### src/design/r2e_pkg.sv
`default_nettype none
package r2e_pkg;

	localparam int CORDIC_ITERATIONS = 16;
	localparam int DATA_BITS         = 16;
	localparam int FIFO_DEPTH        = 4;

	// operand width of the atan2 inputs, Q22 values of the Q2.14 elements
	localparam int OW         = 26;
	localparam int REM_W      = 29;
	localparam int SQ_STEPS   = 23;
	localparam int VW         = 46;
	localparam int ONE_Q14    = 16384;
	localparam int ATAN_STEPS = 24;

	localparam longint PI_Q30      = 64'sd3373259426;
	localparam longint HALF_PI_Q30 = 64'sd1686629713;

	localparam longint ATAN_Q30 [ATAN_STEPS] = '{
		64'sd843314857, 64'sd497837829, 64'sd263043837, 64'sd133525159,
		64'sd67021687,  64'sd33543516,  64'sd16775851,  64'sd8388437,
		64'sd4194283,   64'sd2097149,   64'sd1048576,   64'sd524288,
		64'sd262144,    64'sd131072,    64'sd65536,     64'sd32768,
		64'sd16384,     64'sd8192,      64'sd4096,      64'sd2048,
		64'sd1024,      64'sd512,       64'sd256,       64'sd128
	};

	// one classified matrix on its way from front to back
	typedef struct packed {
		logic                 gen;
		logic                 neg;
		logic signed [OW-1:0] ax_y;
		logic signed [OW-1:0] ax_x;
		logic signed [OW-1:0] ay_y;
		logic signed [OW-1:0] az_y;
		logic signed [OW-1:0] az_x;
		logic [REM_W-1:0]     rem;
	} item_t;

	// q30 angle rounded half up to db fraction bits
	function automatic longint scale_q30(input longint t, input int db);
		longint r;
		if (db >= 30) begin
			r = t <<< (db - 30);
		end else begin
			r = (t + (longint'(1) <<< (29 - db))) >>> (30 - db);
		end
		return r;
	endfunction

endpackage
`default_nettype wire

### src/design/r2e_fifo.sv
`default_nettype none
module r2e_fifo #(
	parameter int DEPTH = r2e_pkg::FIFO_DEPTH
) (
	input  wire logic            clk,
	input  wire logic            arst_n,
	input  wire logic            push,
	input  wire r2e_pkg::item_t  din,
	output logic                 full,
	input  wire logic            pop,
	output r2e_pkg::item_t       dout,
	output logic                 empty
);
	// depth is a power of two
	localparam int AW = $clog2(DEPTH);

	r2e_pkg::item_t mem_q [DEPTH];
	logic [AW:0] wp_q, rp_q;

	assign empty = (wp_q == rp_q);
	assign full  = (wp_q[AW] != rp_q[AW]) && (wp_q[AW-1:0] == rp_q[AW-1:0]);
	assign dout  = mem_q[rp_q[AW-1:0]];

	always_ff @(posedge clk) begin
		if (push && !full) begin
			mem_q[wp_q[AW-1:0]] <= din;
		end
	end

	always_ff @(posedge clk or negedge arst_n) begin
		if (!arst_n) begin
			wp_q <= '0;
			rp_q <= '0;
		end else begin
			if (push && !full) begin
				wp_q <= wp_q + 1'b1;
			end
			if (pop && !empty) begin
				rp_q <= rp_q + 1'b1;
			end
		end
	end

	assert property (@(posedge clk) disable iff (!arst_n)
		(wp_q - rp_q) <= (AW+1)'(DEPTH))
		else $error("fifo fill beyond depth");

endmodule
`default_nettype wire

### config.mk
export PLATFORM = sky130hd
export DESIGN_NAME = r2e_fifo
export DESIGN_NICKNAME = d
export VERILOG_FILES = /design/src/design/r2e_pkg.sv /design/src/design/r2e_fifo.sv
export SDC_FILE = /design/constraint.sdc
export NUM_CORES = 1
export LEC_CHECK = 0
export CORE_MARGIN = 4
export CORE_UTILIZATION = 45
export DETAILED_ROUTE_END_ITERATION = 8
export DONT_BUFFER_PORTS = 1
export SYNTH_ARGS = -nofsm -noshare
export SYNTH_HDL_FRONTEND = slang
export SYNTH_SLANG_ARGS = --single-unit
export TNS_END_PERCENT = 5
### constraint.sdc
create_clock -name clk -period 17.15 [get_ports clk]
set_input_delay 0 -clock clk [delete_from_list [all_inputs] [get_ports clk]]
set_output_delay 0 -clock clk [all_outputs]
set_load 0.1 [all_outputs]
==> summary.md <==
| Metric | Value |
|---|---|
| Async S/R FF share, synth | less than 1% |
| Largest family of logic cells by synthesized area | multiplexers |
| Worst reg-to-reg path cell count | 4 |
| Max Fclk | ~280 MHz |
| # DRC | 0 |
| GRT Util Overall | 16.8% |
| Worst-path clk slew | 50 ps |
| RSZ-0062 raised after global routing | false |
| Post-DRT Antenna Nets | 0 |
| #FFs+latches synth | 650 |
| Status | completed |
| Root buffer cell | clkbuf_16 |
| Synth Instances | 889 |
| Largest net degree at the start of global routing | 97 |
| Row cnt | 83 |
| GR peak layer | met2 |
| Wire per inst | 25.7 µm |
| Max FO, Critical Path | 65 |
| Die area | 56,300 µm² |
| Die width | 237 µm |
| GRT met1 Usage | 22.2% |
| Via count | 10,000 |
| RR Startpoint | rp_q[1] |
| Synth Area in Compound Gates | 0.391% |
| Critical path depth | 4 |
| Final Setup Violations | 0 |
| Post-route design area | 28,200 µm² |
| TritonCTS buffer count | a little under 70 |
| Crit path to | mem_q[1][133] |
| Worst-path cell chain | xnor2_1, nand3_1, and3_4, buf_4 |
| GPL Wtd Cong | a little over 0.7 |
| HPWL after detailed placement | 27.3 mm |
| Vias in the first global route | 10,700 |
| Worst hold path class | in2reg |
| Worst EP required | between 15,000 and 20,000 ps |
| Worst Path Arrival | roughly 3800 ps |
| EDFF count, synth | around 640 |
| Longest Clk Path Bufs | 3 |
| Vias per Instance | roughly 5.5 |
| Synth top area share | between 80% and 90% |
| CP bufs+invs | 1 |
| Layout Skew | 20.0 ps |
| Worst relative slew slack | 23.7% |
| Mapped Avg Cell Area | 26.6 µm² |
| Top Ports | 328 |
| Core footprint | 51,700 µm² |
| XOR/XNOR Fraction of Synth Area | 0.428% |
| Clk_lat worst skew | 600 ps |
| Initial Utilization | 45.8% |
| Period utilization | about a fifth |
| Reg2Reg Setup Slack | approximately 14,000 ps |
| CTS tree | done |
| Reg2reg end | mem_q[1][133] |
| Synth area leaders | edfxtp_1, mux4_2, dfrtp_1 |
| Critical path capture point type | flip-flop |
| Unique masters post-synth | 22 |
| Syn-to-layout area delta | 19.3% |
| Cell taking the most area after synthesis | edfxtp_1 |
| Fin. Hold Viols | 0 |
| Synth Area in Simple Gates | 0.243% |
| Mapped Area | 23,700 µm² |
| Layout cells sized above 1 | 23.8% |
| Placed Area | roughly 24,000 µm² |
| Clock sinks | 650 |
| Minimum clock period | 3570 ps |
| Setup Total Neg Slack | 0 ps |
| Nets | 1,273 |
| Slowest cell on crit path | and3_4 |
| DR iter-0 viols | between 700 and 800 |
| CTS H-tree lvls | 3 |
| Final Max Tran Viols | 0 |
| Net count after synthesis | 1,059 |
| Worst setup path start | rp_q[1] |
| Sequential area share after synthesis | 82.4% |
| Synth Flop Type | edfxtp_1 |
| Max_cap viols | 0 |
| Drt total wl | ~47 mm |
| Slowest stage delay, CP | 920 ps |
| GR Layer Usage met3 | 5.71% |
| Worst setup SP type | flip-flop |
| CP Class | reg2reg |
| Slew @ Worst Pin | between 1000 and 1500 ps |
| M2 GR Usage | around 27% |
| IO buf count | 0 |
| Total grt overflow | 0 |
| Drt pass-1 iters | 4 |
| Post-synthesis mux area share | 15.3% |
| Initial antenna violation count | 7 |
| Warnings from Yosys | 0 |
| DIE HEIGHT | roughly 240 µm |
| Top delay family on crit path | simple AND/OR/NAND/NOR gates |
| Adder-cell share of the synthesized area | 0.264% |
| First-pass GRT wire length | ~70 mm |
## state kept, by name, summed over array words and instances (netlist names)
register,cells
rp_q,3
mem_q,644
wp_q,3
## worst register-to-register path, stage by stage (launching register included)
cell     delay, ps
dfrtp_4        860
xnor2_1        290
nand3_1        230
and3_4         920
buf_4          870
## cell families (layout without fill, tap and decap cells)
kind of cell	after synthesis	in the layout
DFF	650	650
and+or+nand+nor	11	11
adders and majority gates	5	5
buffers and inverters	40	303
AOI/OAI and AO/OA	13	13
other	0	5
xor gates and xnor gates	9	9
muxes	161	161
## final cells by class
class / count / area (µm²)
Antenna cell: 5 / 12.5
Clock buffer: 90 / 1870
Clock inverter: 30 / 239
Fill cell: 3877 / 23500
Inverter: 4 / 15.0
Multi-Input combinational cell: 199 / 3970
Sequential cell: 650 / 19500
Tap cell: 680 / 851
Timing Repair Buffer: 179 / 1790
## per-layer routing
metal | wire, µm | part of all wire [%]
met1 | 19000 | 40
met2 | 23600 | 50
met3 | 3390 | 7.2
met4 | 1070 | 2.3
met5 | 45 | 0.095
## how the worst min path moves through the flow
stage	start	slack, ps	cells past startpoint	endpoint
global route	push	70	1	mem_q[2][66]
finish	push	50	1	mem_q[2][66]
floorplan	arst_n	-300	0	rp_q[0]
CTS	push	50	1	mem_q[2][66]
detailed placement	arst_n	-290	0	wp_q[2]
global placement	arst_n	-290	0	wp_q[2]
## Yosys cell counts (all sizes together), types with 2 or more instances
| master | number |
|---|---|
| edfxtp | 644 |
| mux4 | 161 |
| buf | 35 |
| dfrtp | 6 |
| ha | 5 |
| o31ai | 5 |
| xnor2 | 5 |
| a21oi | 4 |
| inv | 4 |
| xor2 | 4 |
| and3 | 3 |
| nand2 | 3 |
| a211oi | 2 |
| nand2b | 2 |
| nor3 | 2 |
## timing repair
item	4_1_cts	5_1_grt
hold buffers	165	0
gates resized for setup	0	0
setup buffers	0	0
hold endpoints to repair	655	0
## cell usage in the layout (no fill, tap or decap), drive strengths merged
cell         netlist  final
xnor2              5      5
clkinvlp           0      3
xor2               4      4
o31ai              5      5
a21oi              4      4
a31oi              1      1
nand2b             2      2
clkinv             0     21
ha                 5      5
dlygate4sd3        0    165
nand2              3      3
bufinv             0      3
buf               35     14
a21boi             1      1
edfxtp           644    644
nor3               2      2
a211oi             2      2
nand3              1      1
clkbuf             1     90
and3               3      3
inv                4      7
diode              0      5
dfrtp              6      6
mux4             161    161
## stage by stage
stage / util [%] / instances / hold slack [ps] / setup WS [ps]
5_1_grt: 54.6 / 1836 / 67.8 / 13300
4_1_cts: 54.6 / 1832 / 52.1 / 13430
3_3_place_gp: 47.3 / 1547 / -295 / 13480
6_report: 54.6 / 1837 / 49.8 / 13580
2_1_floorplan: - / 889 / -296 / 10860
3_5_place_dp: 47.3 / 1547 / -295 / 13480
Power is not shown: default switching activity piles up to over one toggle a cycle in this logic, so the estimate is an artifact.
