<file path="src/design/r2e_pkg.sv">
`default_nettype none
package r2e_pkg;

	localparam int CORDIC_ITERATIONS = 16;
	localparam int DATA_BITS         = 16;
	localparam int FIFO_DEPTH        = 4;

	// operand width of the atan2 inputs, Q22 values of the Q2.14 elements
	localparam int OW         = 26;
	localparam int REM_W      = 29;
	localparam int SQ_STEPS   = 23;
	localparam int VW         = 46;
	localparam int ONE_Q14    = 16384;
	localparam int ATAN_STEPS = 24;

	localparam longint PI_Q30      = 64'sd3373259426;
	localparam longint HALF_PI_Q30 = 64'sd1686629713;

	localparam longint ATAN_Q30 [ATAN_STEPS] = '{
		64'sd843314857, 64'sd497837829, 64'sd263043837, 64'sd133525159,
		64'sd67021687,  64'sd33543516,  64'sd16775851,  64'sd8388437,
		64'sd4194283,   64'sd2097149,   64'sd1048576,   64'sd524288,
		64'sd262144,    64'sd131072,    64'sd65536,     64'sd32768,
		64'sd16384,     64'sd8192,      64'sd4096,      64'sd2048,
		64'sd1024,      64'sd512,       64'sd256,       64'sd128
	};

	// one classified matrix on its way from front to back
	typedef struct packed {
		logic                 gen;
		logic                 neg;
		logic signed [OW-1:0] ax_y;
		logic signed [OW-1:0] ax_x;
		logic signed [OW-1:0] ay_y;
		logic signed [OW-1:0] az_y;
		logic signed [OW-1:0] az_x;
		logic [REM_W-1:0]     rem;
	} item_t;

	// q30 angle rounded half up to db fraction bits
	function automatic longint scale_q30(input longint t, input int db);
		longint r;
		if (db >= 30) begin
			r = t <<< (db - 30);
		end else begin
			r = (t + (longint'(1) <<< (29 - db))) >>> (30 - db);
		end
		return r;
	endfunction

endpackage
`default_nettype wire

</file>
<file path="src/design/r2e_front.sv">
`default_nettype none
module r2e_front (
	input  wire logic               clk,
	input  wire logic               arst_n,
	input  wire logic               push,
	output logic                    full,
	input  wire logic signed [15:0] right_x,
	input  wire logic signed [15:0] right_y,
	input  wire logic signed [15:0] right_z,
	input  wire logic signed [15:0] up_z,
	input  wire logic signed [15:0] front_x,
	input  wire logic signed [15:0] front_y,
	input  wire logic signed [15:0] front_z,
	input  wire logic               fifo_full,
	output logic                    fifo_push,
	output r2e_pkg::item_t          fifo_item
);
	localparam int OW = r2e_pkg::OW;
	localparam logic signed [15:0] ONE = 16'(r2e_pkg::ONE_Q14);

	logic vld_s1;
	logic en;
	logic signed [15:0] rx_s1, ry_s1, rz_s1, uz_s1, fx_s1, fy_s1, fz_s1;
	logic signed [31:0] sq;
	logic [31:0] remw;
	logic gen;

	assign en   = !vld_s1 || !fifo_full;
	assign full = !en;

	always_ff @(posedge clk or negedge arst_n) begin
		if (!arst_n) begin
			vld_s1 <= 1'b0;
		end else if (en) begin
			vld_s1 <= push;
		end
	end

	always_ff @(posedge clk) begin
		if (en && push) begin
			rx_s1 <= right_x;
			ry_s1 <= right_y;
			rz_s1 <= right_z;
			uz_s1 <= up_z;
			fx_s1 <= front_x;
			fy_s1 <= front_y;
			fz_s1 <= front_z;
		end
	end

	function automatic logic signed [OW-1:0] q22(input logic signed [15:0] v);
		return OW'(v) <<< 8;
	endfunction

	assign sq   = rz_s1 * rz_s1;
	assign remw = (32'd1 << 28) - 32'(sq);
	assign gen  = (rz_s1 > -ONE) && (rz_s1 < ONE);

	always_comb begin
		fifo_item.gen  = gen;
		fifo_item.neg  = rz_s1[15];
		fifo_item.ax_y = gen ? -q22(fz_s1) : q22(fx_s1);
		fifo_item.ax_x = gen ? q22(uz_s1) : q22(fy_s1);
		fifo_item.ay_y = q22(rz_s1);
		fifo_item.az_y = -q22(ry_s1);
		fifo_item.az_x = q22(rx_s1);
		fifo_item.rem  = remw[r2e_pkg::REM_W-1:0];
	end

	assign fifo_push = vld_s1 && !fifo_full;

endmodule
`default_nettype wire

</file>
<file path="config.mk">
export PLATFORM = sky130hd
export DESIGN_NAME = r2e_front
export DESIGN_NICKNAME = d
export VERILOG_FILES = /design/src/design/r2e_pkg.sv /design/src/design/r2e_front.sv
export SDC_FILE = /design/constraint.sdc
export NUM_CORES = 1
export LEC_CHECK = 0
export BUFFER_PORTS_ARGS = -buffer_cell sky130_fd_sc_hd__buf_2
export CAP_MARGIN = 10
export CELL_PAD_IN_SITES_DETAIL_PLACEMENT = 0
export CELL_PAD_IN_SITES_GLOBAL_PLACEMENT = 2
export CORE_ASPECT_RATIO = 0.6
export CORE_MARGIN = 8
export CORE_UTILIZATION = 30
export DETAILED_ROUTE_END_ITERATION = 7
export PLACE_DENSITY_LB_ADDON = 0.2
export SKIP_CTS_REPAIR_TIMING = 1
export SLEW_MARGIN = 5
export SYNTH_ARGS = -nofsm -noshare
export SYNTH_HDL_FRONTEND = slang
export SYNTH_SLANG_ARGS = --single-unit
</file>
<file path="constraint.sdc">
create_clock -name clk -period 9.7 [get_ports clk]
set_clock_uncertainty 0.15 [all_clocks]
set_input_delay 0.97 -clock clk [delete_from_list [all_inputs] [get_ports clk]]
set_output_delay 0.97 -clock clk [all_outputs]
set_load 0.01 [all_outputs]
</file>
==> reports/metrics.yaml <==
synth_area_leader_cell: "fa_1"
cp_max_fo: 34
ys_seq_area_frac: 0.252
r2r_start: "vld_s1"
synthCells: 1327
cts_tree: "done"
ys.flop_type: "edfxtp_1"
syn_area_um2: 13400
die_x_um: 289
detail_route.wirelength_mm: 39.1
synth.area.top_cells: "fa_1 32%, edfxtp_1 25%, ha_1 9.2%, inv_1 9.2%, nand2_1 4.5%"
drt_iter0_drc: 480
max_freq_mhz: 113
synth_commonest_cells: "329 x inv_1, 214 x fa_1, 160 x nand2_1"
start_util: 0.302
drc: 0
placed_cell_area_um2: 15100
io_pins: 279
synth-async-reset-ratio: 0.00885
timing.max_slew.rel_slack: 0.247
crit_arrival_ns: 7.72
dieHeight_um: 180
vias: 9003
cp.buffers_inverters: 5
slowest_delay_ns: 1.09
cp_slowest_cell: "edfxtp_1"
multi_input_area_um2: 8450
io_buffers: 238
r2r_cells: 3
coreArea_um2: 44500
cp-end-kind: "output port"
path_delay_family: "adder cells"
reg2reg_to: "uz_s1[12]"
wl_per_cell_um: 18.2
min_period_ns: 8.84
num_antenna_cells: 0
row_count: 60
path_cells: "nand2_1, inv_1, fa_1, fa_1, fa_1, inv_1, fa_1, fa_1, inv_1, fa_1, inv_1, ha_1, a21oi_1, o21ai_0, nor3_1, o211ai_1, nand2_1, o21ai_0, o21a_1, xnor2_1, buf_2"
grtUsageTotal: 0.154
fin_area_um2: 15700
ff_latch_area_um2: 3390
synth_edf_count: 112
worst_skew_pair.late_latency_ns: 0.43
finalCritPeriodShare: 0.911
syn_avg_cell_area_um2: 10.1
maxCapViolations: 0
yosys_register_bits: 113
yosysWarnings: 0
final_max_slew_viol_count: 0
grt_max_degree: 67
synth_top_area_share: 0.319
finalHoldViolations: 0
first_pass_iters: 5
grt-ovfl-total: 0
reg2reg_slack_ns: 7.73
cts_htree_levels: 4
ys_types: 55
vias_per_cell: 4.20
clockRootBuffer: "clkbuf_16"
worst_pin_slew_ns: 1.13
grt_pass1_wl_mm: 60.8
critPathLaunchType: "flip-flop"
hold_class: "in2async"
fill_cells: 4656
first_global_vias: 9885
path_clk_slew_ns: 0.06
area_growth_pct: 16.6
worstPathRequired_ns: 8.58
cp_common_cell: "fa_1"
dp_hpwl_mm: 33.5
setup_viol: 0
gp_congestion: 0.792
clockBufferDepth: 2
rsz0062_at_grt: "no"
post_route_cells_drive_above_1_share: 0.189
drtAntennaViolNets: 0
setup.worst_path.class: "reg2out"
yosysMostFrequentCell: "inv_1"
run_status: "finished, final reports clean"
die_area_um2: 52000
antenna_found_initial: 1
tns_ns: 0
utilization: 0.352
clock_sinks: 113
fin_nets: 1973
cts_buffers: 17
==> kinds of logic (layout without fill, tap and decap cells) <==
| family | after synthesis | after routing | share of synthesized area |
|---|---|---|---|
| AO/OA/AOI/OAI | 86 | 86 | 0.0422 |
| XOR/XNOR | 86 | 86 | 0.0560 |
| adder cells (fa/ha/maj) | 313 | 313 | 0.411 |
| buffers and inverters | 417 | 608 | 0.132 |
| flip-flops | 113 | 113 | 0.252 |
| multiplexers | 1 | 1 | 0.000838 |
| other | 1 | 40 | 0.000279 |
| AND/OR/NAND/NOR | 310 | 310 | 0.106 |
==> flip-flops by register name, summed over array words and instances, names as in the netlist <==
register  cells
rx_s1        16
fz_s1        16
fx_s1        16
rz_s1        16
fy_s1        16
ry_s1        16
vld_s1        1
uz_s1        16
==> layer usage <==
| layer | vias to the layer above | track usage | share of wire |
|---|---|---|---|
| met1 | 4474 | 0.231 | 0.52 |
| met4 | 2 | 0.0217 | 0.0051 |
| met2 | 136 | 0.234 | 0.44 |
| met5 | - | 0 | 0.00038 |
| li1 | 4371 | - | - |
| met3 | 20 | 0.0273 | 0.036 |
==> worst max path at each step <==
stage,end,slack [ns],startpoint,cells past startpoint
2_1_floorplan,fifo_item[27],2.49,rz_s1[15],22
3_3_place_gp,fifo_item[28],1.31,rz_s1[15],21
3_5_place_dp,fifo_item[28],1.24,rz_s1[15],21
4_1_cts,fifo_item[28],0.75,rz_s1[15],21
5_1_grt,fifo_item[28],0.28,rz_s1[15],21
6_report,fifo_item[28],0.86,rz_s1[15],21
==> cell usage in the layout (no fill, tap or decap), types with 6 or more instances in the layout <==
| cell type | synthesis | final |
|---|---|---|
| nor4_1 | 7 | 7 |
| buf_4 | 52 | 9 |
| o21ai_0 | 16 | 16 |
| o21bai_1 | 6 | 6 |
| clkbuf_16 | 0 | 17 |
| and2_1 | 36 | 36 |
| nand2_1 | 160 | 160 |
| xnor2_1 | 66 | 66 |
| conb_1 | 1 | 40 |
| nor2b_1 | 14 | 13 |
| nor2_1 | 49 | 49 |
| a21oi_1 | 32 | 32 |
| xor2_1 | 20 | 20 |
| edfxtp_1 | 112 | 112 |
| a21o_1 | 6 | 6 |
| fa_1 | 214 | 214 |
| nor3_1 | 13 | 13 |
| inv_1 | 329 | 329 |
| buf_2 | 0 | 238 |
| ha_1 | 99 | 99 |
==> layout make-up <==
class | count | share of cell area
clock buffer | 20 | 0.0285
clock inverter | 12 | 0.0101
inverter | 329 | 0.0788
multi-input combinational | 836 | 0.539
sequential | 113 | 0.216
tap | 589 | 0.0470
timing repair buffer | 247 | 0.0803
==> worst register-to-register path, delay by kind of cell, from the launching register on <==
kind                   cells  cell delay [ns]
DFF                        1             0.37
buffers and inverters      1             0.69
and+or+nand+nor            2             0.32
==> stage by stage <==
stage               hold WS, ns  setup WS, ns  instances
floorplan                 0.504          2.49       1366
detailed placement        0.546          1.24       2114
CTS                       0.132         0.753       2146
global route              0.131         0.277       2146
finish                    0.151         0.861       2146
global placement          0.528          1.31       2114
Power is not shown: default switching activity piles up to over one toggle a cycle in this logic, so the estimate is an artifact.
